===== src/hw/rtl/amc_ram.sv =====
// ----------------------------------------------------------------------------
// amc_ram
// generic single write port, single read port ram with registered read
// ----------------------------------------------------------------------------
module amc_ram #(
    parameter int WIDTH = 32,
    parameter int DEPTH = 100
) (
    input  logic                     i_clk,
    input  logic                     i_we,
    input  logic [$clog2(DEPTH)-1:0] i_waddr,
    input  logic [WIDTH-1:0]         i_wdata,
    input  logic [$clog2(DEPTH)-1:0] i_raddr,
    output logic [WIDTH-1:0]         o_rdata
);

    logic [WIDTH-1:0] r_mem [DEPTH];
    logic [WIDTH-1:0] r_rdata;

    always_ff @(posedge i_clk) begin
        if (i_we) begin
            r_mem[i_waddr] <= i_wdata;
        end
        r_rdata <= r_mem[i_raddr];
    end

    assign o_rdata = r_rdata;

endmodule


===== config.mk =====
export PLATFORM = sky130hd
export DESIGN_NAME = amc_ram
export DESIGN_NICKNAME = d
export VERILOG_FILES = /design/src/hw/rtl/amc_ram.sv
export SDC_FILE = /design/constraint.sdc
export NUM_CORES = 2
export LEC_CHECK = 0
export BUFFER_PORTS_ARGS = -buffer_cell sky130_fd_sc_hd__buf_2
export CAP_MARGIN = 0
export CORE_ASPECT_RATIO = 1.75
export CORE_UTILIZATION = 60
export DETAILED_ROUTE_END_ITERATION = 6
export PLACE_DENSITY = 0.72
export REMOVE_ABC_BUFFERS = 1
export SLEW_MARGIN = 25
export SYNTH_ARGS = -nofsm -noshare
export SYNTH_HDL_FRONTEND = slang
export SYNTH_SLANG_ARGS = --single-unit

===== constraint.sdc =====
create_clock -name i_clk -period 5.6 [get_ports i_clk]
set_input_delay 0.56 -clock i_clk [delete_from_list [all_inputs] [get_ports i_clk]]
set_output_delay 0.56 -clock i_clk [all_outputs]
set_load 0.005 [all_outputs]

==> flow_summary.ini <==
[sta]
setup_ws_ns = 2.10
relSlewSlack_pct = 23.5
fmax_mhz = 286
tns_ns = 0
period_share_pct = 62.5
rsz0062_at_grt = false
final_max_slew_viol_count = 0
setup_viol = 0
clock-skew-final_ns = 0.0368
hold_slack_ns = 0.0366
tightest_slew_ns = 1.13
finalHoldViolations = 0
min_period_ns = 3.50

[floorplan]
rows = 219
core_area_um2 = 203000
dieArea_um2 = 207000
die_w_um = 344
ios = 80
start_util_pct = 60.5
die_h_um = 601

[pwr]
finalPower_mw = 48.5
powerDensity_nw_per_um2 = 352
ir_worst_vdd_mv = 0.345
p_leak_nw = 43.0

[global_routing]
grt_pass1_wl_um = 478000
grt_use_total_pct = 34.0
grt_pass1_vias = 61400
grt_max_degree = 101
antenna_found_initial = 37
grt_overflow = 0

[placement]
dp_hpwl_um = 210000
gp_congestion = 0.948
pre_cts_slack_ns = 1.34
io_buffers = 79
numPlacedInstances = 8209
placedInstanceArea_um2 = 129000

[layout]
area_growth_syn_to_layout_pct = 11.9
fin_nets = 5890
final_cell_mix = 3200 x edfxtp_1, 723 x mux4_2, 289 x clkbuf_16
fin_area_um2 = 138000
fin_util_pct = 67.7
stdcell_count = 8712
layout-drive-gt1-share_pct = 26.5
layout_commonest_cell = edfxtp_1

[worst_setup_path]
worst-path-buf-inv = 3
worstPathRequired_ns = 6.27
rr_endpoint = o_rdata[18]
reg2reg_setup_slack_ns = 2.48
path_class = in -> reg
crit_family = compound AO/OA/AOI/OAI gates
critPathMaxFanout = 62
path_cells = buf_8 > buf_12 > buf_4 > mux4_2 > a22oi_1 > nand4_1 > a221oi_1 > o21ai_1
r2r_cells = 5
startpoint_type = primary input
slowest_stage = a221oi_1
cp-end-kind = flop
critPathArrivalTime_ns = 4.17
r2r_start = r_mem[55][18]
slowest_delay_ns = 0.85

[logic_synthesis]
synth_xor_area_share_pct = 0
syn_inst = 5502
synth-async-reset-ratio_pct = 0
synthSimpleGateAreaFrac_pct = 1.81
synthMuxAreaShare_pct = 15.3
yosysWarnings = 0
yosysSeqAreaShare_pct = 78.7
synth_seq_cells = 3232
synth_flop_cell = edfxtp_1
syn_avg_cell_area_um2 = 22.3
synth_compound_area_share_pct = 2.78
synthesis.area_um2 = 123000
ys_types = 57
synth_edf_count = 3200
synthAdderAreaFrac_pct = 0
synth_top_family_by_area = multiplexers

[cts]
cts_sinks = 3232
htreeDepth = 5
cts-resized-gates = 0
cts_buffers = 279
insertion_delay_ns = 0.86
postCtsHoldBufs = 1
clockRootBuffer = clkbuf_16
cts_setup_buffers = 0
cts_tree = built
ctsLongestPathBuffers = 4
path_clk_slew_ns = 0.07

[worst_hold_path]
hp-start = i_wdata[19]
whs_path_depth = 1
hold_path_end = r_mem[81][19]
hold_path.class = in -> reg

[run_status]
outcome = finished clean

[route]
ant_nets = 0
drc = 0
wl_per_cell_um = 39.7
wl_met2_um = 170000
avgViaCountPerCell = 7.09
routed_wl_um = 346000
drt_iter0_markers = 9141
first_pass_iters = 6
vias = 61700
dr.max_layer_used = met5
routed-wl-met3_um = 34900
wl_met1_um = 112000

[flow_run]
cap_violations = 0
==> final cells by class <==
cell class	instances	area, um2
Clock buffer	342	7490
Tap cell	2652	3320
Inverter	5	21.3
Fill cell	12400	65800
Antenna cell	14	35.0
Multi-Input combinational cell	1962	25300
Timing Repair Buffer	362	3320
Clock inverter	143	1330
Sequential cell	3232	96700
==> kinds of logic after synthesis <==
kind of cell | after synthesis
muxes | 977
and+or+nand+nor | 496
AOI/OAI and AO/OA | 489
buffers and inverters | 308
DFF | 3232
==> power breakdown <==
| group | total [mW] | internal (mW) | switching, mW | leakage [nW] |
|---|---|---|---|---|
| Clock | 19.1 | 10.6 | 8.50 | 4.31 |
| Combinational | 2.59 | 0.830 | 1.76 | 9.70 |
| Sequential | 26.8 | 26.7 | 0.0937 | 29.0 |
==> registers in the layout, indices dropped and copies added, names as in the netlist <==
name and flops:
o_rdata 32, r_mem 3200
==> layer usage <==
metal  up-vias  GRT usage [%]
met5         -              0
met1     32500           41.9
met4        22           23.2
met3       918           6.61
met2      4362           54.6
li1      24000              -
==> cell usage after synthesis, types with 30 or more instances <==
cell / number / area [um2]
a21oi_1: 30 / 150
a221oi_1: 43 / 377
a22oi_1: 195 / 1460
buf_2: 96 / 480
buf_4: 44 / 330
clkbuf_1: 119 / 447
dfxtp_1: 32 / 641
edfxtp_1: 3200 / 96100
mux2i_1: 249 / 2490
mux4_2: 723 / 16300
nand2_1: 139 / 522
nand3_1: 84 / 420
nand4_1: 30 / 188
nor2_1: 156 / 586
o21ai_0: 88 / 440
==> worst max path at each step <==
stage / end / cells after the start / from / slack, ns
after detailed placement: o_rdata[8] / 7 / i_raddr[0] / 1.34
after global routing: o_rdata[9] / 8 / i_raddr[0] / 2.06
after floorplan: r_mem[57][0] / 4 / i_waddr[5] / 1.74
after global placement: o_rdata[13] / 8 / i_raddr[0] / 1.28
final: o_rdata[1] / 8 / i_raddr[2] / 2.10
after CTS: o_rdata[8] / 7 / i_raddr[0] / 2.21
Power figures use the tool's default switching activity.
