===== src/hw/rtl/amc_pkg.sv =====
// ----------------------------------------------------------------------------
// amc_pkg
// shared types, codes and decode helpers of the accumulator machine core
// ----------------------------------------------------------------------------
package amc_pkg;

    localparam int WORD_W        = 32;
    localparam int ADDR_W        = 7;
    localparam int MODE_W        = 2;
    localparam int STATUS_W      = 3;
    localparam int OPC_W         = 6;
    localparam int MEM_WORDS_DEF = 100;

    // accumulator guard band for arithmetic
    localparam int ACC_LIMIT = 9999;

    // decimal split of an instruction word: opcode = word / 100, operand = word % 100
    localparam int DEC_BASE  = 100;
    localparam int DEC_W     = 13;
    localparam int DEC_RECIP = 5243;
    localparam int DEC_SHIFT = 19;

    typedef enum logic [MODE_W-1:0] {
        MODE_WRITE   = 2'd0,
        MODE_STEP    = 2'd1,
        MODE_PEEK    = 2'd2,
        MODE_RESTART = 2'd3
    } t_mode;

    typedef enum logic [STATUS_W-1:0] {
        ST_OK       = 3'd0,
        ST_OUTPUT   = 3'd1,
        ST_HALTED   = 3'd2,
        ST_BADOP    = 3'd3,
        ST_DIVZERO  = 3'd4,
        ST_OVERFLOW = 3'd5,
        ST_STOPPED  = 3'd6,
        ST_RANGE    = 3'd7
    } t_status;

    localparam logic [OPC_W-1:0] OP_NONE   = 6'd0;
    localparam logic [OPC_W-1:0] OP_READ   = 6'd10;
    localparam logic [OPC_W-1:0] OP_WRITE  = 6'd11;
    localparam logic [OPC_W-1:0] OP_LOAD   = 6'd20;
    localparam logic [OPC_W-1:0] OP_STORE  = 6'd21;
    localparam logic [OPC_W-1:0] OP_ADD    = 6'd30;
    localparam logic [OPC_W-1:0] OP_SUB    = 6'd31;
    localparam logic [OPC_W-1:0] OP_DIV    = 6'd32;
    localparam logic [OPC_W-1:0] OP_MUL    = 6'd33;
    localparam logic [OPC_W-1:0] OP_BRANCH = 6'd40;
    localparam logic [OPC_W-1:0] OP_BRNEG  = 6'd41;
    localparam logic [OPC_W-1:0] OP_BRZERO = 6'd42;
    localparam logic [OPC_W-1:0] OP_HALT   = 6'd43;

    // words outside this window decode to an unknown opcode
    localparam logic signed [WORD_W-1:0] WORD_LO = WORD_W'(int'(OP_READ) * DEC_BASE);
    localparam logic signed [WORD_W-1:0] WORD_HI = WORD_W'((int'(OP_HALT) + 1) * DEC_BASE - 1);

    typedef enum logic [1:0] {
        ALU_ADD = 2'd0,
        ALU_SUB = 2'd1,
        ALU_MUL = 2'd2,
        ALU_DIV = 2'd3
    } t_alu_op;

    typedef struct packed {
        logic    start;
        t_alu_op op;
    } t_alu_req;

    typedef struct packed {
        logic [OPC_W-1:0]  opc;
        logic [ADDR_W-1:0] opa;
    } t_dec;

    // split a word known to lie in WORD_LO..WORD_HI; reciprocal is exact below 43690
    function automatic t_dec dec_split(input logic [DEC_W-1:0] w);
        logic [2*DEC_W-1:0] p;
        logic [OPC_W-1:0]   q;
        logic [DEC_W-1:0]   q100;
        logic [DEC_W-1:0]   rem;
        t_dec               d;
        p    = (2*DEC_W)'(w) * (2*DEC_W)'(DEC_RECIP);
        q    = p[DEC_SHIFT +: OPC_W];
        // q * 100 as q*64 + q*32 + q*4
        q100 = (DEC_W'(q) << 6) + (DEC_W'(q) << 5) + (DEC_W'(q) << 2);
        rem  = w - q100;
        d.opc = q;
        d.opa = rem[ADDR_W-1:0];
        return d;
    endfunction

endpackage


===== src/hw/rtl/amc_alu.sv =====
// ----------------------------------------------------------------------------
// amc_alu
// iterative arithmetic unit: one shared adder for add, subtract,
// shift-add multiply and restoring divide
// ----------------------------------------------------------------------------
module amc_alu
    import amc_pkg::*;
(
    input  logic              i_clk,
    input  logic              i_rst_n,
    input  t_alu_req          i_req,
    input  logic [WORD_W-1:0] i_a,
    input  logic [WORD_W-1:0] i_b,
    output logic              o_done,
    output logic [WORD_W-1:0] o_result
);

    localparam int CNT_W = $clog2(WORD_W);
    localparam int SUM_W = WORD_W + 2;

    typedef enum logic [6:0] {
        A_IDLE = 7'b000_0001,
        A_MUL  = 7'b000_0010,
        A_ABSA = 7'b000_0100,
        A_ABSB = 7'b000_1000,
        A_DIV  = 7'b001_0000,
        A_SIGN = 7'b010_0000,
        A_DONE = 7'b100_0000
    } t_alu_state;

    t_alu_state        r_st;
    logic [CNT_W-1:0]  r_cnt;
    logic [WORD_W-1:0] r_acc;
    logic [WORD_W-1:0] r_opa;
    logic [WORD_W-1:0] r_opb;
    logic [WORD_W-1:0] r_rem;
    logic              r_neg;

    logic [SUM_W-1:0]  add_x;
    logic [SUM_W-1:0]  add_y;
    logic              add_sub;
    logic [SUM_W-1:0]  add_sum;
    logic [WORD_W:0]   div_sh;
    logic              div_ge;

    assign div_sh = {r_rem, r_opa[WORD_W-1]};

    // operand select for the shared adder
    always_comb begin
        add_x   = '0;
        add_y   = '0;
        add_sub = 1'b0;
        unique case (r_st)
            A_IDLE: begin
                add_x   = {2'b00, i_a};
                add_y   = {2'b00, i_b};
                add_sub = (i_req.op == ALU_SUB);
            end
            A_MUL: begin
                add_x = {2'b00, r_acc};
                add_y = r_opb[0] ? {2'b00, r_opa} : '0;
            end
            A_ABSA, A_SIGN: begin
                add_y   = {2'b00, r_opa};
                add_sub = 1'b1;
            end
            A_ABSB: begin
                add_y   = {2'b00, r_opb};
                add_sub = 1'b1;
            end
            A_DIV: begin
                add_x   = {1'b0, div_sh};
                add_y   = {2'b00, r_opb};
                add_sub = 1'b1;
            end
            A_DONE: begin
                add_x = '0;
            end
            default: begin
                add_x = '0;
            end
        endcase
    end

    assign add_sum = add_x + (add_sub ? ~add_y : add_y) + SUM_W'(add_sub);
    assign div_ge  = ~add_sum[SUM_W-1];

    always_ff @(posedge i_clk) begin
        if (!i_rst_n) begin
            r_st <= A_IDLE;
        end else begin
            unique case (r_st)
                A_IDLE: begin
                    if (i_req.start) begin
                        unique case (i_req.op)
                            ALU_ADD, ALU_SUB: r_st <= A_DONE;
                            ALU_MUL:          r_st <= A_MUL;
                            ALU_DIV:          r_st <= A_ABSA;
                            default:          r_st <= A_IDLE;
                        endcase
                    end
                end
                A_MUL:   r_st <= (r_cnt == '0) ? A_DONE : A_MUL;
                A_ABSA:  r_st <= A_ABSB;
                A_ABSB:  r_st <= A_DIV;
                A_DIV:   r_st <= (r_cnt == '0) ? A_SIGN : A_DIV;
                A_SIGN:  r_st <= A_DONE;
                A_DONE:  r_st <= A_IDLE;
                default: r_st <= A_IDLE;
            endcase
        end
    end

    always_ff @(posedge i_clk) begin
        unique case (r_st)
            A_IDLE: begin
                if (i_req.start) begin
                    r_acc <= (i_req.op == ALU_MUL) ? '0 : add_sum[WORD_W-1:0];
                    r_opa <= i_a;
                    r_opb <= i_b;
                    r_rem <= '0;
                    r_neg <= i_a[WORD_W-1] ^ i_b[WORD_W-1];
                    r_cnt <= CNT_W'(WORD_W - 1);
                end
            end
            A_MUL: begin
                r_acc <= add_sum[WORD_W-1:0];
                r_opa <= {r_opa[WORD_W-2:0], 1'b0};
                r_opb <= {1'b0, r_opb[WORD_W-1:1]};
                r_cnt <= r_cnt - 1'b1;
            end
            A_ABSA: begin
                if (r_opa[WORD_W-1]) begin
                    r_opa <= add_sum[WORD_W-1:0];
                end
            end
            A_ABSB: begin
                if (r_opb[WORD_W-1]) begin
                    r_opb <= add_sum[WORD_W-1:0];
                end
            end
            A_DIV: begin
                r_rem <= div_ge ? add_sum[WORD_W-1:0] : div_sh[WORD_W-1:0];
                r_opa <= {r_opa[WORD_W-2:0], div_ge};
                r_cnt <= r_cnt - 1'b1;
            end
            A_SIGN: begin
                r_acc <= r_neg ? add_sum[WORD_W-1:0] : r_opa;
            end
            A_DONE: begin
                r_acc <= r_acc;
            end
            default: begin
                r_acc <= r_acc;
            end
        endcase
    end

    assign o_done   = (r_st == A_DONE);
    assign o_result = r_acc;

endmodule


===== config.mk =====
export PLATFORM = sky130hd
export DESIGN_NAME = amc_alu
export DESIGN_NICKNAME = d
export VERILOG_FILES = /design/src/hw/rtl/amc_pkg.sv /design/src/hw/rtl/amc_alu.sv
export SDC_FILE = /design/constraint.sdc
export NUM_CORES = 1
export LEC_CHECK = 0
export BUFFER_PORTS_ARGS = -buffer_cell sky130_fd_sc_hd__buf_2
export CAP_MARGIN = 10
export CORE_MARGIN = 5
export CORE_UTILIZATION = 55
export DETAILED_ROUTE_END_ITERATION = 10
export PLACE_DENSITY = 0.85
export SYNTH_ARGS = -nofsm -noshare
export SYNTH_HDL_FRONTEND = slang
export SYNTH_SLANG_ARGS = --single-unit

===== constraint.sdc =====
create_clock -name i_clk -period 5.6 [get_ports i_clk]
set_input_delay 1.12 -clock i_clk [delete_from_list [all_inputs] [get_ports i_clk]]
set_output_delay 1.12 -clock i_clk [all_outputs]
set_load 0.01 [all_outputs]

==> flow_summary.toml <==
[cts]
cts-buffers-inserted = 17
cts_tree = "built"
clock_path_buffers = 2
clock-sinks = 141
clk_pin_slew_ns = 0.06
cts_hold_buf = 0
worst_skew_pair.late_latency_ns = 0.44
cts_max_level = 4
root_buffer = "clkbuf_16"

[placed_design]
gp_congestion = 1.022
portBuffers = 101
dpl.hpwl_um = 21980

[sta]
fin_hold_ws_ns = 0.5589
finalClockSkew_ns = 0.009052
timing.final.crit_share_pct = 94.42
setup_viol = 0
rsz0062_at_grt = "yes"
drv_slew = 0
post-route-min-period_ns = 5.287
relSlewSlack_pct = 17.07
hold_viol_final = 0
max_freq_ghz = 0.1891
worst_pin_slew_ns = 1.241

[die]
die_w_um = 144.7
die_h_um = 144.7
initial_utilization_pct = 55.78
rows = 49
core_sq_um = 17900
die_area_sq_um = 20950
io_pins = 102

[synthesis]
synth_nets = 1153
yosysWarnings = 0
netlist_area_sq_um = 9986
syn_inst = 1050
synth_cell_types = 70
synth_edf_count = 134
synth.ff_latch_count = 141
yosysSeqAreaShare_pct = 41.70
ys.flop_type = "edfxtp_1"
synth.avg_cell_area_sq_um = 9.510
synthArstFlopShare_pct = 0

[routing]
ant_nets = 0
drt-total-wl_um = 32650
route.detailed.drc = 0
routedWlPerCell_um = 23.34
drt_iter0_markers = 1727
viasPerCell = 6.956
first_pass_iters = 8
routed-via-count = 9731

[grt]
grt_pass1_wl_um = 51060
antenna_found_initial = 0
grt_pass1_vias = 9514
grt.overflow.total = 0
track_usage_pct = 31.27
grt_max_degree = 66

[finish]
nets = 1261
area_growth_pct = 16.41
n_fill_cell = 1441
antenna_cells = 0
drive_gt1_share_pct = 20.85

[pwr]
p_leak_uw = 0.004724
power.total_uw = 5257
switching_power_uw = 2144
pwr-share-comb_pct = 47.1
p_int_uw = 3113
ir_worst_vdd_v = 0.0003783
power_frac_clock_pct = 20.6
power_density_nw_per_um2 = 452.2
swShare_pct = 40.78
pwr-share-seq_pct = 32.3

[setup_path]
cp_max_fo = 17
startpoint_type = "flip-flop"
cpLargestDelayFamily = "simple AND/OR/NAND/NOR gates"
worst_path_largest_cell_delay_ns = 0.63
critPathBufInv = 2
setup.worst_path.end_class = "flip-flop"
worstPathArrival_ns = 5.59
critPathKind = "reg2reg"
path_cells = "or4_4 -> nor3_2 -> nand2_1 -> o21ai_4 -> a222oi_1 -> xnor2_1 -> ha_1 -> o21ai_0 -> a22oi_1 -> and2_1 -> nor3b_1 -> buf_4 -> o2111ai_4 -> a2111oi_4 -> nor4_4 -> buf_4 -> xnor2_4 -> and2_1 -> o21a_1"
crit_slowest_cell = "or4_4"
required_ns = 5.90

[worst_hold_path]
holdCritPathClass = "reg2reg"

[run_status]
outcome = "complete, no violations"

[job]
drv_cap = 0
## sequential cells by signal (all words and copies together) (netlist names)
signal,cells
o_result,32
r_cnt,5
r_neg,1
r_opa,32
r_opb,32
r_rem,32
r_st,7
## final timing paths
path,from,endpoint,slack [ns],cells past startpoint
worst max register to register,r_st[2],r_rem[7],0.31,19
worst max-delay path,r_st[2],r_rem[7],0.31,19
worst min register to register,r_cnt[4],r_cnt[4],0.56,2
worst min-delay path,r_cnt[4],r_cnt[4],0.56,2
## cells in the final DEF, fill, tap and decap left out, types with 10 or more instances in the layout
cell	Yosys	routed
edfxtp_1	134	134
buf_2	3	101
o21ai_0	91	90
nand2_1	85	85
nor2_1	78	75
a222oi_1	66	66
a21oi_1	62	62
buf_4	3	57
inv_1	56	56
a22oi_1	56	56
xnor2_1	50	50
ha_1	33	33
o22ai_1	17	17
clkbuf_16	0	17
xor2_1	14	14
nor3_1	15	13
nand3_1	13	13
and2_1	13	13
mux2i_1	12	12
a21o_1	12	12
nand2b_1	10	10
nand2_2	10	10
a21oi_2	10	10
## through the flow
step	area [sq um]	utilization, %	worst slack, ns	TNS [ns]	std cells
2_1_floorplan	9986	-	0.02922	0	1050
3_3_place_gp	11000	61.43	0.05741	0	1361
3_5_place_dp	11000	61.43	-0.1063	-0.7345	1361
4_1_cts	11550	64.54	0.01017	0	1393
5_1_grt	11620	64.94	-0.02102	-0.02961	1399
6_report	11620	64.94	0.3126	0	1399
## final cells by class
type	instances	area, sq um	share of cell area, %
multi-input cells	778	5388	46.35
flip-flops and latches	141	4164	35.82
clock buffers	21	440.4	3.789
repair buffers	163	1033	8.890
inverters	57	214.0	1.840
well taps	229	286.5	2.465
clock inverters	10	98.84	0.8503
## routing by layer
| metal | track usage, % | vias to the layer above | wire [um] |
|---|---|---|---|
| li1 | - | 4254 | - |
| met1 | 41.95 | 4595 | 12230 |
| met2 | 48.30 | 771 | 14700 |
| met3 | 8.840 | 111 | 4675 |
| met4 | 11.93 | 0 | 1040 |
| met5 | 0 | - | 0 |
## Yosys cell counts (all sizes together), types with 8 or more instances
library cell    n  share of area (%)
and2           13               0.81
xor2           14                1.2
a21o           12               0.90
inv            57                2.1
nand3          13               0.65
clkbuf         50                1.9
mux2i          12                1.2
o22ai          17                1.1
nand2b         10               0.63
nor2           78                2.9
a222oi         66                6.6
o21ai          92                4.6
buf            25                1.5
nor3           17               0.95
edfxtp        134                 40
xnor2          53                4.9
or3             8               0.50
a22oi          56                4.2
o21bai          9               0.68
ha             33                4.1
nand2          95                3.8
o21a            9               0.68
a21oi          72                4.0
## worst min-delay path, stage by stage, from the launching register on
cell and delay, ns:
edfxtp_1 0.33, nand2_1 0.05, nand3_1 0.07
## kinds of logic (layout without fill, tap and decap cells)
group,count (synthesis),in the layout,synth area share (%)
xor+xnor,67,68,6.102
simple gates,281,281,13.78
fa+ha+maj,34,34,4.335
flops,141,141,41.70
compound gates,383,383,27.39
mux,12,12,1.203
buf+inv,132,251,5.488
## power groups by stage
stage / clock, uW / combinational (uW) / sequential, uW
final: 1080 / 2480 / 1700
after global routing: 1130 / 2700 / 1710
after CTS: 1080 / 2400 / 1680
after detailed placement: 0 / 2370 / 1700
after global placement: 0 / 2310 / 1690
after floorplan: 0 / 1580 / 1700
## repair_timing
item	4_1_cts	5_1_grt
gates cloned	1	0
gates resized for setup	0	4
endpoints found under the setup margin	9	49
pin swaps	1	2
buffers inserted	0	6
hold endpoints to repair	0	0
No activity file was read; power rests on OpenSTA's default activity.
